File: src/rtl/core/lrg_pkg.sv
// Shared types, widths and a helper function for the line raster generator.
// Used by every module under rtl/core; depends on nothing else.
`default_nettype none

package lrg_pkg;

   localparam int CoordBits = 10;
   localparam int ErrBits   = CoordBits + 2;
   localparam int StepBits  = CoordBits + 1;
   localparam int ColorBits = 16;

   typedef logic [CoordBits-1:0] coord_type;
   typedef logic [ErrBits-1:0]   err_type;
   typedef logic [StepBits-1:0]  step_type;
   typedef logic [ColorBits-1:0] color_type;
   typedef logic [1:0]           dir_type;

   // Step direction codes, two's complement in two bits.
   localparam dir_type DIR_NONE = 2'b00;
   localparam dir_type DIR_POS  = 2'b01;
   localparam dir_type DIR_NEG  = 2'b11;

   typedef enum logic {
      ACTION_START = 1'b0,
      ACTION_STEP  = 1'b1
   } action_type;

   // Line parameters worked out from the two endpoints of a start request.
   typedef struct packed {
      coord_type abs_dx;
      coord_type abs_dy;
      dir_type   dir_x;
      dir_type   dir_y;
      coord_type major_len;
   } setup_type;

   // One emitted pixel, as handed from the stepping core to the output stage.
   typedef struct packed {
      logic      valid;
      coord_type x;
      coord_type y;
      color_type color;
      logic      last;
   } pixel_type;

   function automatic coord_type advance(coord_type pos, dir_type dir);
      coord_type result;
      case (dir)
         DIR_POS: result = pos + CoordBits'(1);
         DIR_NEG: result = pos - CoordBits'(1);
         default: result = pos;
      endcase
      return result;
   endfunction

endpackage

`default_nettype wire

File: src/rtl/core/line_raster_generator_unit.sv
// Line raster generator: a start request loads a line; a step while busy emits a pixel.
// A pixel appears on rsp_valid in the cycle after its step request is accepted.
// Throughput: one request per clock unless rsp_ready stalls the output; the stepping
// core updates its errors each step; the single output register refills as it drains.
// Reset (synchronous, active high) leaves the block idle with no response pending.
// Depends on lrg_pkg, lrg_line_setup and lrg_step_core.
`default_nettype none

module line_raster_generator_unit (
   input  wire         clock,
   input  wire         reset,

   input  wire         req_valid,
   output logic        req_ready,
   input  wire  [0:0]  req_action,
   input  wire  [9:0]  req_x_start,
   input  wire  [9:0]  req_y_start,
   input  wire  [9:0]  req_x_end,
   input  wire  [9:0]  req_y_end,
   input  wire  [15:0] req_pen_color,

   output logic        rsp_valid,
   input  wire         rsp_ready,
   output logic [9:0]  rsp_pixel_x,
   output logic [9:0]  rsp_pixel_y,
   output logic [15:0] rsp_pixel_color,
   output logic [0:0]  rsp_last_pixel
);

   logic               req_fire;
   logic               load;
   logic               step;
   lrg_pkg::setup_type setup;
   lrg_pkg::pixel_type pixel;

   logic               rsp_valid_ff, rsp_valid_in;
   lrg_pkg::coord_type rsp_x_ff, rsp_x_in;
   lrg_pkg::coord_type rsp_y_ff, rsp_y_in;
   lrg_pkg::color_type rsp_color_ff, rsp_color_in;
   logic               rsp_last_ff, rsp_last_in;

   // A request is taken whenever the output register is empty or is being
   // drained this cycle, so a waiting pixel never blocks the next request
   // from entering once the consumer takes it.
   assign req_ready = !rsp_valid_ff || rsp_ready;
   assign req_fire  = req_valid && req_ready;
   assign load      = req_fire && (req_action == lrg_pkg::ACTION_START);
   assign step      = req_fire && (req_action == lrg_pkg::ACTION_STEP);

   lrg_line_setup u_setup (
      .x_start (req_x_start),
      .y_start (req_y_start),
      .x_end   (req_x_end),
      .y_end   (req_y_end),
      .setup   (setup)
   );

   lrg_step_core u_core (
      .clock   (clock),
      .reset   (reset),
      .load    (load),
      .step    (step),
      .setup   (setup),
      .x_start (req_x_start),
      .y_start (req_y_start),
      .color   (req_pen_color),
      .pixel   (pixel)
   );

   // Output register. A step while idle produces nothing, and a start request
   // never produces a response, so only a valid pixel refills the register.
   always_comb begin
      rsp_valid_in = rsp_valid_ff && !rsp_ready;
      rsp_x_in     = rsp_x_ff;
      rsp_y_in     = rsp_y_ff;
      rsp_color_in = rsp_color_ff;
      rsp_last_in  = rsp_last_ff;
      if (pixel.valid) begin
         rsp_valid_in = 1'b1;
         rsp_x_in     = pixel.x;
         rsp_y_in     = pixel.y;
         rsp_color_in = pixel.color;
         rsp_last_in  = pixel.last;
      end
   end

   always_ff @(posedge clock) begin
      if (reset) begin
         rsp_valid_ff <= 1'b0;
      end else begin
         rsp_valid_ff <= rsp_valid_in;
      end
      rsp_x_ff     <= rsp_x_in;
      rsp_y_ff     <= rsp_y_in;
      rsp_color_ff <= rsp_color_in;
      rsp_last_ff  <= rsp_last_in;
   end

   assign rsp_valid       = rsp_valid_ff;
   assign rsp_pixel_x     = rsp_x_ff;
   assign rsp_pixel_y     = rsp_y_ff;
   assign rsp_pixel_color = rsp_color_ff;
   assign rsp_last_pixel  = rsp_last_ff;

endmodule

`default_nettype wire

File: src/rtl/core/lrg_line_setup.sv
// Endpoint decode for a start request: absolute deltas, directions, major length.
// Depends on lrg_pkg.
`default_nettype none

module lrg_line_setup (
   input  wire lrg_pkg::coord_type x_start,
   input  wire lrg_pkg::coord_type y_start,
   input  wire lrg_pkg::coord_type x_end,
   input  wire lrg_pkg::coord_type y_end,
   output lrg_pkg::setup_type      setup
);

   always_comb begin
      setup = '0;
      if (x_end > x_start) begin
         setup.abs_dx = x_end - x_start;
         setup.dir_x  = lrg_pkg::DIR_POS;
      end else if (x_end == x_start) begin
         setup.abs_dx = '0;
         setup.dir_x  = lrg_pkg::DIR_NONE;
      end else begin
         setup.abs_dx = x_start - x_end;
         setup.dir_x  = lrg_pkg::DIR_NEG;
      end

      if (y_end > y_start) begin
         setup.abs_dy = y_end - y_start;
         setup.dir_y  = lrg_pkg::DIR_POS;
      end else if (y_end == y_start) begin
         setup.abs_dy = '0;
         setup.dir_y  = lrg_pkg::DIR_NONE;
      end else begin
         setup.abs_dy = y_start - y_end;
         setup.dir_y  = lrg_pkg::DIR_NEG;
      end

      setup.major_len = (setup.abs_dx > setup.abs_dy) ? setup.abs_dx : setup.abs_dy;
   end

endmodule

`default_nettype wire

File: src/rtl/core/lrg_step_core.sv
// Line state registers and the per-pixel error-accumulation step.
// Depends on lrg_pkg.
`default_nettype none

module lrg_step_core (
   input  wire                     clock,
   input  wire                     reset,
   input  wire                     load,
   input  wire                     step,
   input  wire lrg_pkg::setup_type setup,
   input  wire lrg_pkg::coord_type x_start,
   input  wire lrg_pkg::coord_type y_start,
   input  wire lrg_pkg::color_type color,
   output lrg_pkg::pixel_type      pixel
);

   lrg_pkg::coord_type cur_x_ff, cur_x_in;
   lrg_pkg::coord_type cur_y_ff, cur_y_in;
   lrg_pkg::err_type   err_x_ff, err_x_in;
   lrg_pkg::err_type   err_y_ff, err_y_in;
   lrg_pkg::setup_type line_ff, line_in;
   lrg_pkg::step_type  steps_left_ff, steps_left_in;
   logic               busy_ff, busy_in;
   lrg_pkg::color_type color_ff, color_in;

   lrg_pkg::err_type   err_x_sum, err_y_sum, major_ext;
   lrg_pkg::step_type  steps_dec;

   assign major_ext = lrg_pkg::ErrBits'(line_ff.major_len);
   assign err_x_sum = err_x_ff + lrg_pkg::ErrBits'(line_ff.abs_dx);
   assign err_y_sum = err_y_ff + lrg_pkg::ErrBits'(line_ff.abs_dy);
   assign steps_dec = steps_left_ff - lrg_pkg::StepBits'(1);

   // The pixel shown is the position before this step's advance.
   always_comb begin
      pixel.valid = step && busy_ff;
      pixel.x     = cur_x_ff;
      pixel.y     = cur_y_ff;
      pixel.color = color_ff;
      pixel.last  = (steps_left_ff == lrg_pkg::StepBits'(1));
   end

   always_comb begin
      cur_x_in      = cur_x_ff;
      cur_y_in      = cur_y_ff;
      err_x_in      = err_x_ff;
      err_y_in      = err_y_ff;
      line_in       = line_ff;
      steps_left_in = steps_left_ff;
      busy_in       = busy_ff;
      color_in      = color_ff;

      if (load) begin
         cur_x_in      = x_start;
         cur_y_in      = y_start;
         err_x_in      = '0;
         err_y_in      = '0;
         line_in       = setup;
         steps_left_in = lrg_pkg::StepBits'(setup.major_len) + lrg_pkg::StepBits'(2);
         busy_in       = 1'b1;
         color_in      = color;
      end else if (step && busy_ff) begin
         err_x_in = err_x_sum;
         if (err_x_sum > major_ext) begin
            err_x_in = err_x_sum - major_ext;
            cur_x_in = lrg_pkg::advance(cur_x_ff, line_ff.dir_x);
         end
         err_y_in = err_y_sum;
         if (err_y_sum > major_ext) begin
            err_y_in = err_y_sum - major_ext;
            cur_y_in = lrg_pkg::advance(cur_y_ff, line_ff.dir_y);
         end
         steps_left_in = steps_dec;
         busy_in       = (steps_dec != '0);
      end
   end

   always_ff @(posedge clock) begin
      if (reset) begin
         busy_ff       <= 1'b0;
         steps_left_ff <= '0;
      end else begin
         busy_ff       <= busy_in;
         steps_left_ff <= steps_left_in;
      end
      cur_x_ff <= cur_x_in;
      cur_y_ff <= cur_y_in;
      err_x_ff <= err_x_in;
      err_y_ff <= err_y_in;
      line_ff  <= line_in;
      color_ff <= color_in;
   end

endmodule

`default_nettype wire
File: config.mk
export PLATFORM = sky130hd
export DESIGN_NAME = line_raster_generator_unit
export DESIGN_NICKNAME = d
export VERILOG_FILES = /design/src/rtl/core/lrg_pkg.sv /design/src/rtl/core/line_raster_generator_unit.sv /design/src/rtl/core/lrg_line_setup.sv /design/src/rtl/core/lrg_step_core.sv
export SDC_FILE = /design/constraint.sdc
export NUM_CORES = 1
export LEC_CHECK = 0
export ABC_CLOCK_PERIOD_IN_PS = 13750
export BUFFER_PORTS_ARGS = -buffer_cell sky130_fd_sc_hd__buf_2
export CORE_ASPECT_RATIO = 1.75
export CORE_MARGIN = 3
export CORE_UTILIZATION = 24
export DETAILED_ROUTE_END_ITERATION = 8
export SLEW_MARGIN = 0
export SYNTH_ARGS = -nofsm -noshare
export SYNTH_HDL_FRONTEND = slang
export SYNTH_SLANG_ARGS = --single-unit
File: constraint.sdc
create_clock -name clock -period 13.75 [get_ports clock]
set_input_delay 1.375 -clock clock [delete_from_list [all_inputs] [get_ports clock]]
set_output_delay 1.375 -clock clock [all_outputs]
set_load 0.05 [all_outputs]
# After elaboration in Yosys (flattened, before gate mapping)
# Index checks and enable logic that the tools add are counted.
op_classes:
  add_sub_neg: 14
  n_lt_le_gt_ge: 5
  eq_ne: 7
  n_mux: 22
  n_bitwise: 1
  n_reduce_logical: 16
ops:
  columns: ["op", "count"]
  rows:
  - ["$mux 10", 11]
  - ["$pmux 10 s2", 2]
  - ["$sub 10x10->10", 4]
  - ["$gt 10x10->1", 3]
  - ["$add 12x10->12", 2]
  - ["$gt 12x10->1", 2]
  - ["$mux 12", 2]
  - ["$sub 12x10->12", 2]
  - ["$mux 11", 2]
  - ["$add 10x1->10 const B", 2]
  - ["$eq 10x10->1", 2]
  - ["$sub 10x1->10 const B", 2]
  - ["$add 10x2->11 const B", 1]
  - ["$eq 11x1->1 const B", 1]
  - ["$reduce_bool 11->1", 1]
  - ["$sub 11x1->11 const B", 1]
  - ["$reduce_and 3->1", 2]
  - ["$reduce_bool 2->1", 3]
  - ["$reduce_bool 3->1", 2]
  - ["$logic_and 1x1->1", 5]
  - ["$eq 2x1->1 const B", 2]
  - ["$eq 2x2->1 const B", 2]
  - ["$mux 2", 2]
  - ["$mux 1", 3]
  - ["other kinds (3)", 4]
word_totals:
  regBits: 144
  inputBits: 61
  out_inout_bits: 39
  wordCells: 82

# Longest topological paths before layout
# Gate-level depths: netlist of run 1.
depth:
  word_depth: 7
  depth_mapped: 23
  depth_no_buf: 21

# Modules after synthesis
# A second synthesis of run 1 with hierarchy kept.
hier_totals:
  hier_cells: 1061
  hier_area_um2: 10318.6
by_module_without_submodules:
  columns: ["module", "n_inst", "cells_per_inst", "area_per_inst_um2", "seq_area_each_um2"]
  rows:
  - ["lrg_step_core", 1, 703, 6892.9, 2822.7]
  - ["lrg_line_setup", 1, 315, 2257.2, 0.0]
  - ["line_raster_generator_unit", 1, 43, 1168.6, 1131.1]

# Worst setup path before layout of run 1
# Ideal clock, no wire load.
synth_timing:
  kind: "input port to flip-flop"
  startpoint: "in req_y_end[0]"
  endpoint: "reg u_core.steps_left_ff[3]"
  setup_ps: 91
  arrival_ps: 5173
  t_required_ps: 13659
  setup_slack_ps: 8486
  cell_stages: 22
  path_buffers: 2
  cell_sequence: "inv_1 -> ha_1 -> inv_1 -> fa_1 -> a21oi_1 -> o21bai_4 -> a211o_4 -> buf_6 -> mux2i_1 -> nor2_1 -> inv_1 -> ha_1 -> nor2b_1 -> o21ai_0 -> nand2b_1 -> and4b_1 -> o31ai_2 -> o21ai_1 -> o211a_1 -> buf_6 -> or3_1 -> a311oi_1"
synth_lines:
  columns: ["element", "line_no", "text"]
  rows:
  - ["from (decl)", "line_raster_generator_unit.sv:19", "input wire [9:0] req_y_end,"]
  - ["to (signal assigned)", "lrg_step_core.sv:84", "steps_left_ff <= steps_left_in;"]
  - ["to (decl)", "lrg_step_core.sv:22", "lrg_pkg::step_type steps_left_ff, steps_left_in;"]

==> out/metrics.cfg, run 1 <==
[setup_path]
critPathCaptureType = flip-flop
cpPeakStageDelay_ns = 0.77
start_kind = input pin
path_class = in -> reg
path_cells = buf_2 -> inv_1 -> ha_1 -> inv_1 -> fa_1 -> a21o_1 -> nand4_1 -> a21o_2 -> nand2_1 -> mux2_2 -> a21oi_1 -> mux2i_1 -> ha_1 -> nor2b_1 -> o21ai_0 -> nand2b_1 -> o211ai_2 -> mux2_2
r2r_start = u_core.line_ff[24]
cp.required_ns = 13.93
cp_slowest_cell = o211ai_2
cp_max_fo = 23
worstRegToRegCells = 15
reg2reg_slack_ns = 8.74
r2r_end = u_core.cur_x_ff[6]
arrival_ns = 6.01

[yosys]
synth_top_area_frac = 0.313
synth-main-ff-cell = edfxtp_1
post_synth_inst_count = 1075
synth_nets = 1252
synth_area_leader_cell = edfxtp_1
synth.area.top_cells = edfxtp_1 31%, ha_1 13%, dfxtp_1 7.2%
synth.avg_cell_area_um2 = 9.56
synth_edf_count = 107
ys_warn_count = 0
syn_area_um2 = 10300
yosysUniqueCellTypes = 77
synth-async-reset-ratio = 0
ys_seq_area_frac = 0.385
ys_ff_latch = 144

[global_routing]
grt_pass1_wl_mm = 44.9
antenna_found_initial = 0
grt_util_all_layers = 0.126
grt.overflow.total = 0
grt_max_degree = 61
grt_pass1_vias = 8619

[power_and_ir_drop]
p_leak_nw = 5.13
irDropWorstVdd_v = 0.000100
powerDensity_nw_per_um2 = 142
total_power_mw = 1.70

[routing]
post_drt_wl_per_cell_um = 16.6
viasPerCell = 4.80
ant_nets = 0
routed_wl_mm = 28.8
via_count = 8333
drt-met1-wl_mm = 10.0
drt_iter0_drc = 578
highest_layer = met4
drt_pass1_iterations = 5
wl_met3_um = 659
drc = 0
wl_met2_mm = 16.8

[finish]
layout_common_cells = 112 x a21oi_1, 107 x edfxtp_1, 106 x ha_1
nets = 1346
synthToLayoutAreaGrowth_pct = 16.4
antennaDiodeCount = 0
drive_gt1_frac = 0.154
layout_commonest_cell = a21oi_1

[clock_tree]
hold_buffers = 0
cts-root-buf = clkbuf_16
cts_buffer_depth = 2
cts_buffers = 17
htree_num_levels = 4
cts_resized = 0
cts_setup_buffers = 0
clk_pin_slew_ns = 0.07
cts_sinks = 144
tritoncts = built
clock_latency_ns = 0.43

[sta]
period_needed_ns = 5.83
finalHoldViolCount = 0
slew_viol_final = 0
fin_crit_sh = 0.424
rsz0062_at_grt = no
fin_setup_tns_ns = 0
clock_skew_ns = 0.0123
final-setup-viol-count = 0
relSlewSlack = 0.154
max_freq_mhz = 171
max_slew.worst_pin.slew_ns = 1.26

[run]
max_cap_violations = 0

[floorplanning]
die_width_um = 162
dieArea_um2 = 45400
core_area_um2 = 42000
die_height_um = 280
rows = 99
ioPinCount = 100
initial_utilization = 0.245

[placement]
gp_congestion = 0.867
place_hpwl_mm = 22.7
port_buffers = 99

[status]
status = completed

[min_path]
holdPathEnd = rsp_pixel_color[13]
hp-class = reg -> reg
whs_path_depth = 0
hp-start = u_core.color_ff[13]

## metal layers
metal  vias to the layer above  global-route usage
met4                         0              0.0679
met1                      3989               0.116
met2                       190               0.257
li1                       4087                   -
met3                        67              0.0163
met5                         -                   0
## critical path, delay by kind of cell
family,cells,cell delay (ns)
mux,3,1.36
compound gates,5,1.51
simple gates,4,0.59
buf+inv,3,0.21
fa+ha+maj,3,0.95
## report_power, final
group,switching (mW),internal (mW)
sequential,0.0218,0.517
clock,0.209,0.255
combinational,0.412,0.283
## registers in the layout, indices dropped and copies added (netlist names)
name                  cells
u_core.line_ff           34
rsp_pixel_color          16
u_core.color_ff          16
u_core.err_x_ff          12
u_core.err_y_ff          12
u_core.steps_left_ff     11
rsp_pixel_x              10
rsp_pixel_y              10
u_core.cur_x_ff          10
u_core.cur_y_ff          10
rsp_last_pixel            1
rsp_valid                 1
u_core.busy_ff            1
## per-stage QoR
stage | util | instances | hold WS (ns) | area, um^2 | setup WS [ns]
final | 0.285 | 1737 | 0.418 | 12000 | 7.92
after global routing | 0.285 | 1737 | 0.424 | 12000 | 7.67
after CTS | 0.285 | 1737 | 0.416 | 12000 | 8.02
after detailed placement | 0.271 | 1705 | 0.405 | 11400 | 7.57
after global placement | 0.271 | 1705 | 0.401 | 11400 | 7.72
after floorplan | - | 1075 | 0.400 | 10300 | 8.49
## Yosys cell counts (28+ instances only)
| cell type | count |
|---|---|
| a21oi_1 | 112 |
| edfxtp_1 | 107 |
| ha_1 | 106 |
| inv_1 | 103 |
| o21ai_0 | 66 |
| nand2_1 | 61 |
| nor2_1 | 59 |
| xnor2_1 | 38 |
| dfxtp_1 | 37 |
| a21o_1 | 31 |
| mux2i_1 | 28 |
| nor3_1 | 28 |
## how the worst max path moves through the flow
stage	from	to	depth (start not counted)
2_1_floorplan	req_y_end[0]	u_core.steps_left_ff[3]	22
3_3_place_gp	req_x_end[0]	u_core.line_ff[1]	18
3_5_place_dp	req_x_end[0]	u_core.line_ff[1]	18
4_1_cts	req_x_end[0]	u_core.line_ff[1]	18
5_1_grt	req_x_end[0]	u_core.line_ff[1]	18
6_report	req_x_end[0]	u_core.line_ff[1]	18
## area by class of cell
| cell class | count | area, um^2 |
|---|---|---|
| clock inverter | 15 | 146 |
| inverter | 106 | 398 |
| timing repair buffer | 109 | 571 |
| sequential | 144 | 3950 |
| tap | 555 | 694 |
| clock buffer | 17 | 425 |
| multi-input combinational | 791 | 5770 |
| fill | 4396 | 30000 |
## kinds of logic (layout without fill, tap and decap cells)
kind of cell	after synthesis	in the layout	share of synthesized area
xor+xnor	62	62	0.0528
flops	144	144	0.385
buf+inv	140	247	0.0547
compound gates	305	305	0.185
mux	38	38	0.0388
fa+ha+maj	116	116	0.149
simple gates	270	270	0.135
Note: power is estimated with default switching activity, not from simulation.
==> run 2, diff against run 1 <==
--- a/config.mk
+++ b/config.mk
@@ -5,7 +5,7 @@
 export SDC_FILE = /design/constraint.sdc
 export NUM_CORES = 1
 export LEC_CHECK = 0
-export ABC_CLOCK_PERIOD_IN_PS = 13750
+export ABC_CLOCK_PERIOD_IN_PS = 5000
 export BUFFER_PORTS_ARGS = -buffer_cell sky130_fd_sc_hd__buf_2
 export CORE_ASPECT_RATIO = 1.75
 export CORE_MARGIN = 3
==> constraint.sdc (replaced) <==
create_clock -name clock -period 5 [get_ports clock]
set_input_delay 0.5 -clock clock [delete_from_list [all_inputs] [get_ports clock]]
set_output_delay 0.5 -clock clock [all_outputs]
set_load 0.05 [all_outputs]
==> run 2 against run 1 <==
Net effect: count of clock-buffer cells in the layout is the same; design area is 1.6% higher; sequential share of layout area down 0.53 points; sequential power rose to 2.8 times the previous value; flip-flop and latch count unchanged; clock power increased to 2.8 times the previous value; largest power group unchanged; final cell count increased by 1.3%.
==> out/metrics.cfg, run 2 (synthesis gave the netlist of run 1 again) <==
[status]
status = completed

[clock_tree]
htree_num_levels = 4  ; unchanged
cts_buffers = 17  ; unchanged
clock_latency_ns = 0.44  ; about the same
cts_setup_buffers = 0  ; unchanged
cts-root-buf = clkbuf_16
cts_buffer_depth = 2  ; unchanged
hold_buffers = 0  ; unchanged
clk_pin_slew_ns = 0.08  ; about the same
cts_sinks = 144  ; unchanged
tritoncts = built

[power_and_ir_drop]
irDropWorstVdd_v = 0.000285  ; +180%
switchingPower_mw = 1.82  ; +180%
combPwrFrac = 0.415  ; +0.006
intPower_mw = 2.91  ; +180%
power.share.clock = 0.272  ; about the same
netSwitchingFraction = 0.384  ; +0.00543
total_power_mw = 4.73  ; +180%
powerDensity_nw_per_um2 = 389  ; +170%
p_leak_nw = 5.25  ; +2.3%
p_seq_frac = 0.313  ; -0.004

[setup_path]
cp_slowest_cell = a2111oi_0
critPathCaptureType = flip-flop
cp.required_ns = 5.31  ; -8.62 ns
cpPeakStageDelay_ns = 0.61  ; -0.16 ns
worstRegToRegCells = 13  ; -2
start_kind = flip-flop
path_cells = ha_1 -> fa_1 -> fa_1 -> a21o_1 -> a21oi_1 -> o21bai_1 -> a2111oi_0 -> o41ai_1 -> o41a_1 -> nor3b_4 -> buf_4 -> mux2i_1 -> a21oi_1
cp_max_fo = 8  ; -65%
path_class = reg -> reg
arrival_ns = 4.81  ; -1.20 ns

[finish]
largest_reg_flops = 34  ; unchanged
stdcell_area_um2 = 12200  ; +1.6%
layout_common_cells = 112 x a21oi_1, 107 x edfxtp_1, 106 x ha_1
seq_area_um2 = 3950  ; unchanged
drive_gt1_frac = 0.171  ; +0.0170
antennaDiodeCount = 0  ; unchanged
layout_commonest_cell = a21oi_1
fill_cells = 4402  ; +0.14%
top_register = u_core.line_ff
synthToLayoutAreaGrowth_pct = 18.3
nets = 1369  ; +1.7%
multi_input_area_um2 = 5780  ; +0.11%

[global_routing]
grt_pass1_wl_mm = 46.3  ; +3.1%
grt_pass1_vias = 8890  ; +3.1%
grt_util_all_layers = 0.131  ; +0.00496
antenna_found_initial = 0  ; unchanged
grt_max_degree = 44  ; -28%
grt.overflow.total = 0  ; unchanged

[floorplanning]
die_height_um = 280  ; unchanged
ioPinCount = 100  ; unchanged
dieArea_um2 = 45400  ; unchanged
rows = 99  ; unchanged
die_width_um = 162  ; unchanged
initial_utilization = 0.245  ; unchanged
core_area_um2 = 42000  ; unchanged

[sta]
relSlewSlack = 0.126  ; -0.0285
hold-worst-slack_ns = 0.225  ; -0.194 ns
clock_skew_ns = 0.0125  ; +0.000270 ns
period_needed_ns = 4.50
max_slew.worst_pin.slew_ns = 1.29  ; +0.0348 ns
fin_crit_sh = 0.900
fin_setup_tns_ns = 0  ; unchanged
rsz0062_at_grt = no
max_freq_mhz = 222
final-setup-viol-count = 0  ; unchanged
finalHoldViolCount = 0  ; unchanged
slew_viol_final = 0  ; unchanged

[routing]
ant_nets = 0  ; unchanged
routed_wl_mm = 29.3  ; +1.7%
viasPerCell = 4.80  ; about the same
via_count = 8447  ; +1.4%
drt_pass1_iterations = 5  ; unchanged
drt_iter0_drc = 446  ; -23%
drc = 0  ; unchanged
post_drt_wl_per_cell_um = 16.7  ; +0.37%

[placement]
gp_congestion = 0.854  ; -1.5%
port_buffers = 99  ; unchanged
place_hpwl_mm = 23.4  ; +3.2%
post_dp_cell_area_um2 = 11600  ; +1.5%

[run]
max_cap_violations = 0  ; unchanged

[min_path]
hp-class = in -> reg
whs_path_depth = 1  ; +1

## run 2: cell types whose count changed in the layout (fill, tap and decap cells not counted)
cell and change:
buf_4 +23, clkinv_8 +3, inv_6 -2, inv_8 +2
bufinv_16 -1, clkinv_1 -1, clkinv_2 -1, nor3b_2 -1
nor3b_4 +1
## run 2: layout make-up
cell class | count | share of cell area
clock buffers | 17 | 0.0350
clock inverters | 15 | 0.0133
inverters | 106 | 0.0327
multi-input cells | 791 | 0.475
flip-flops and latches | 144 | 0.325
well taps | 555 | 0.0571
repair buffers | 132 | 0.0612
## run 2: path summary, 6_finish.rpt
| check | start | endpoint | slack (ns) |
|---|---|---|---|
| worst min-delay path | req_pen_color[0] | u_core.color_ff[0] | 0.22 |
| worst max register to register | u_core.line_ff[14] | u_core.err_y_ff[7] | 0.50 |
| worst max-delay path | u_core.line_ff[14] | u_core.err_y_ff[7] | 0.50 |
| worst min register to register | u_core.color_ff[13] | rsp_pixel_color[13] | 0.42 |
## run 2: power groups by stage
stage | logic, mW | registers [mW] | clock network, mW
after floorplan | 1.43 | 1.50 | 0
after global placement | 1.91 | 1.51 | 0
after detailed placement | 1.94 | 1.51 | 0
after CTS | 1.95 | 1.48 | 1.32
after global routing | 2.17 | 1.49 | 1.36
final | 1.96 | 1.48 | 1.29
## run 2: repair_timing
action,CTS,global route
gates resized for setup,0,1
endpoints found under the setup margin,0,3
endpoints found under the hold margin,0,0
## run 2: per-stage QoR
| stage | std cells | worst slack (ns) | utilization |
|---|---|---|---|
| after floorplan | 1075 | 0.534 | - |
| after global placement | 1728 | 0.210 | 0.275 |
| after detailed placement | 1728 | 0.145 | 0.275 |
| after CTS | 1760 | 0.320 | 0.289 |
| after global routing | 1760 | 0.175 | 0.289 |
| final | 1760 | 0.498 | 0.289 |
## run 2: metal layers
metal / routed length, um / track usage / part of all wire
met5: 0 / 0 / 0
met4: 1610 / 0.0766 / 0.055
met3: 681 / 0.0192 / 0.023
met2: 17000 / 0.266 / 0.58
met1: 9990 / 0.118 / 0.34
## run 2: critical path, delay by kind of cell, from the launching register on
| family | cells | cell delay, ns |
|---|---|---|
| AO/OA/AOI/OAI | 7 | 1.70 |
| adder cells (fa/ha/maj) | 3 | 1.21 |
| buffers and inverters | 1 | 0.27 |
| flip-flops | 1 | 0.38 |
| multiplexers | 1 | 0.26 |
| AND/OR/NAND/NOR | 1 | 0.57 |
==> run 3, diff against run 2 <==
--- a/config.mk
+++ b/config.mk
@@ -8,7 +8,7 @@
 export ABC_CLOCK_PERIOD_IN_PS = 5000
 export BUFFER_PORTS_ARGS = -buffer_cell sky130_fd_sc_hd__buf_2
 export CORE_ASPECT_RATIO = 1.75
-export CORE_MARGIN = 3
+export CORE_MARGIN = 2
 export CORE_UTILIZATION = 24
 export DETAILED_ROUTE_END_ITERATION = 8
 export SLEW_MARGIN = 0
==> run 3 against run 2 <==
Net effect: critical path depth rose by 1; first-iteration DRC count fell by 3.6%; flip-flop and latch count did not move; largest power group unchanged; clock power barely moved; fmax fell by 3.4%; sequential power barely moved.
==> out/metrics.cfg, run 3 (synthesis gave the netlist of run 1 again) <==
[status]
status = completed

[sta]
final-setup-viol-count = 0  ; unchanged
fin_crit_sh = 0.932  ; +0.0318
max_slew.worst_pin.slew_ns = 1.05  ; -0.249 ns
max_freq_mhz = 215  ; -3.4%
finalHoldViolCount = 0  ; unchanged
hold-worst-slack_ns = 0.247  ; +0.0218 ns
relSlewSlack = 0.294  ; +0.168
rsz0062_at_grt = no
period_needed_ns = 4.66  ; +0.159 ns
fin_setup_tns_ns = 0  ; unchanged
slew_viol_final = 0  ; unchanged
clock_skew_ns = 0.0107  ; -0.00184 ns

[finish]
largest_reg_flops = 34  ; unchanged
stdcell_area_um2 = 12100  ; about the same
synthToLayoutAreaGrowth_pct = 18.2  ; about the same
layout_commonest_cell = a21oi_1
fin_util = 0.286  ; -0.00316
nets = 1365  ; -0.29%
drive_gt1_frac = 0.167  ; -0.00429
antennaDiodeCount = 0  ; unchanged
top_register = u_core.line_ff
layout_common_cells = 112 x a21oi_1, 107 x edfxtp_1, 106 x ha_1

[setup_path]
start_kind = flip-flop
cp.depth = 14  ; +1
cp_num_buf_inv = 1  ; unchanged
arrival_ns = 4.96  ; +0.15 ns
cp.required_ns = 5.30  ; about the same
cpPeakStageDelay_ns = 0.66  ; +0.05 ns
r2r_start = u_core.line_ff[14]
cp_slowest_cell = a2111oi_0
cp_max_fo = 8  ; unchanged
r2r_end = u_core.err_y_ff[7]
critical_path.top_delay_family = compound AO/OA/AOI/OAI gates
reg2reg_slack_ns = 0.34  ; -0.16 ns
critPathCaptureType = flip-flop
path_cells = ha_1 -> fa_1 -> xor2_1 -> ha_1 -> a21o_1 -> a21oi_1 -> o21bai_1 -> a2111oi_0 -> o41ai_1 -> o41a_1 -> nor3b_2 -> buf_4 -> mux2i_1 -> a21oi_1
endpoint = u_core.err_y_ff[7]
worstRegToRegCells = 14  ; +1
critPathLaunch = u_core.line_ff[14]
path_class = reg -> reg

[routing]
routed_wl_mm = 28.2  ; -3.7%
via_count = 8377  ; -0.83%
drt_pass1_iterations = 5  ; unchanged
ant_nets = 0  ; unchanged
viasPerCell = 4.76  ; -0.89%
post_drt_wl_per_cell_um = 16.0  ; -3.8%
drt_iter0_drc = 430  ; -3.6%
drc = 0  ; unchanged

[placement]
post_dp_cell_area_um2 = 11500  ; about the same
gp_congestion = 0.872  ; +2.1%
port_buffers = 99  ; unchanged
place_hpwl_mm = 22.9  ; -2.1%

[floorplanning]
rows = 100  ; +1.0%
core_area_um2 = 42400  ; +1.0%
ioPinCount = 100  ; unchanged
die_height_um = 278  ; -0.72%
die_width_um = 160  ; -1.2%
initial_utilization = 0.242  ; -0.00245
dieArea_um2 = 44500  ; -1.9%

[power_and_ir_drop]
switchingPower_mw = 1.71  ; -5.9%
power.share.clock = 0.272  ; about the same
intPower_mw = 3.04  ; +4.3%
p_leak_nw = 5.23  ; -0.32%
netSwitchingFraction = 0.360  ; -0.0238
p_seq_frac = 0.312  ; about the same
combPwrFrac = 0.415  ; about the same
powerDensity_nw_per_um2 = 391  ; +0.47%
irDropWorstVdd_v = 0.000201  ; -30%

[global_routing]
grt_util_all_layers = 0.128  ; -0.00238
grt_max_degree = 59  ; +34%
grt_pass1_vias = 8682  ; -2.3%
grt_pass1_wl_mm = 44.8  ; -3.2%
grt.overflow.total = 0  ; unchanged
antenna_found_initial = 2  ; +2

[clock_tree]
hold_buffers = 0  ; unchanged
clk_pin_slew_ns = 0.06  ; -0.02 ns
cts-root-buf = clkbuf_16
cts_buffer_depth = 2  ; unchanged
cts_sinks = 144  ; unchanged
clock_latency_ns = 0.43  ; about the same
cts_resized = 0  ; unchanged
tritoncts = built
cts_setup_buffers = 0  ; unchanged
cts_buffers = 17  ; unchanged
htree_num_levels = 4  ; unchanged

[min_path]
hp-class = in -> reg

[run]
max_cap_violations = 0  ; unchanged

[run 3: cell types whose count changed in the layout (fill, tap and decap cells not counted), sizes merged]
| cell | before | now |
|---|---|---|
| clkinvlp | 2 | 3 |
| inv | 115 | 108 |
| clkinv | 4 | 6 |
| buf | 132 | 128 |
| bufinv | 0 | 3 |
[run 3: power groups by stage]
stage	combinational (mW)	sequential, mW	clock, mW
floorplan	1.43	1.50	0
global placement	1.92	1.50	0
global route	2.19	1.49	1.36
CTS	1.97	1.48	1.32
detailed placement	1.96	1.51	0
finish	1.97	1.48	1.29
[run 3: layout make-up]
| class | count | area (um^2) |
|---|---|---|
| clock inverters | 14 | 166 |
| fillers | 4420 | 30300 |
| clock buffers | 17 | 425 |
| multi-input cells | 791 | 5770 |
| inverters | 106 | 398 |
| repair buffers | 128 | 726 |
| well taps | 561 | 702 |
| flip-flops and latches | 144 | 3950 |
[run 3: worst min path at each step]
stage / startpoint / end / slack, ns / cells past startpoint
2_1_floorplan: u_core.color_ff[0] / rsp_pixel_color[0] / 0.40 / 0
5_1_grt: req_pen_color[5] / u_core.color_ff[5] / 0.23 / 1
4_1_cts: req_pen_color[13] / u_core.color_ff[13] / 0.23 / 1
6_report: req_pen_color[13] / u_core.color_ff[13] / 0.25 / 1
3_3_place_gp: u_core.color_ff[6] / rsp_pixel_color[6] / 0.40 / 0
3_5_place_dp: u_core.color_ff[10] / rsp_pixel_color[10] / 0.40 / 0
[run 3: routing by layer]
| metal | up-vias | GRT usage | wire (um) |
|---|---|---|---|
| li1 | 4148 | - | - |
| met3 | 100 | 0.0151 | 542 |
| met4 | 2 | 0.0933 | 1980 |
| met1 | 3952 | 0.113 | 9460 |
| met5 | - | 0 | 13 |
| met2 | 175 | 0.259 | 16200 |
[run 3: metrics by stage]
stage / cells / total power [mW] / setup WS (ns)
2_1_floorplan: 1075 / 2.94 / 0.534
4_1_cts: 1761 / 4.77 / 0.364
6_report: 1761 / 4.75 / 0.339
3_3_place_gp: 1730 / 3.43 / 0.339
5_1_grt: 1761 / 5.04 / 0.0299
3_5_place_dp: 1730 / 3.46 / 0.278
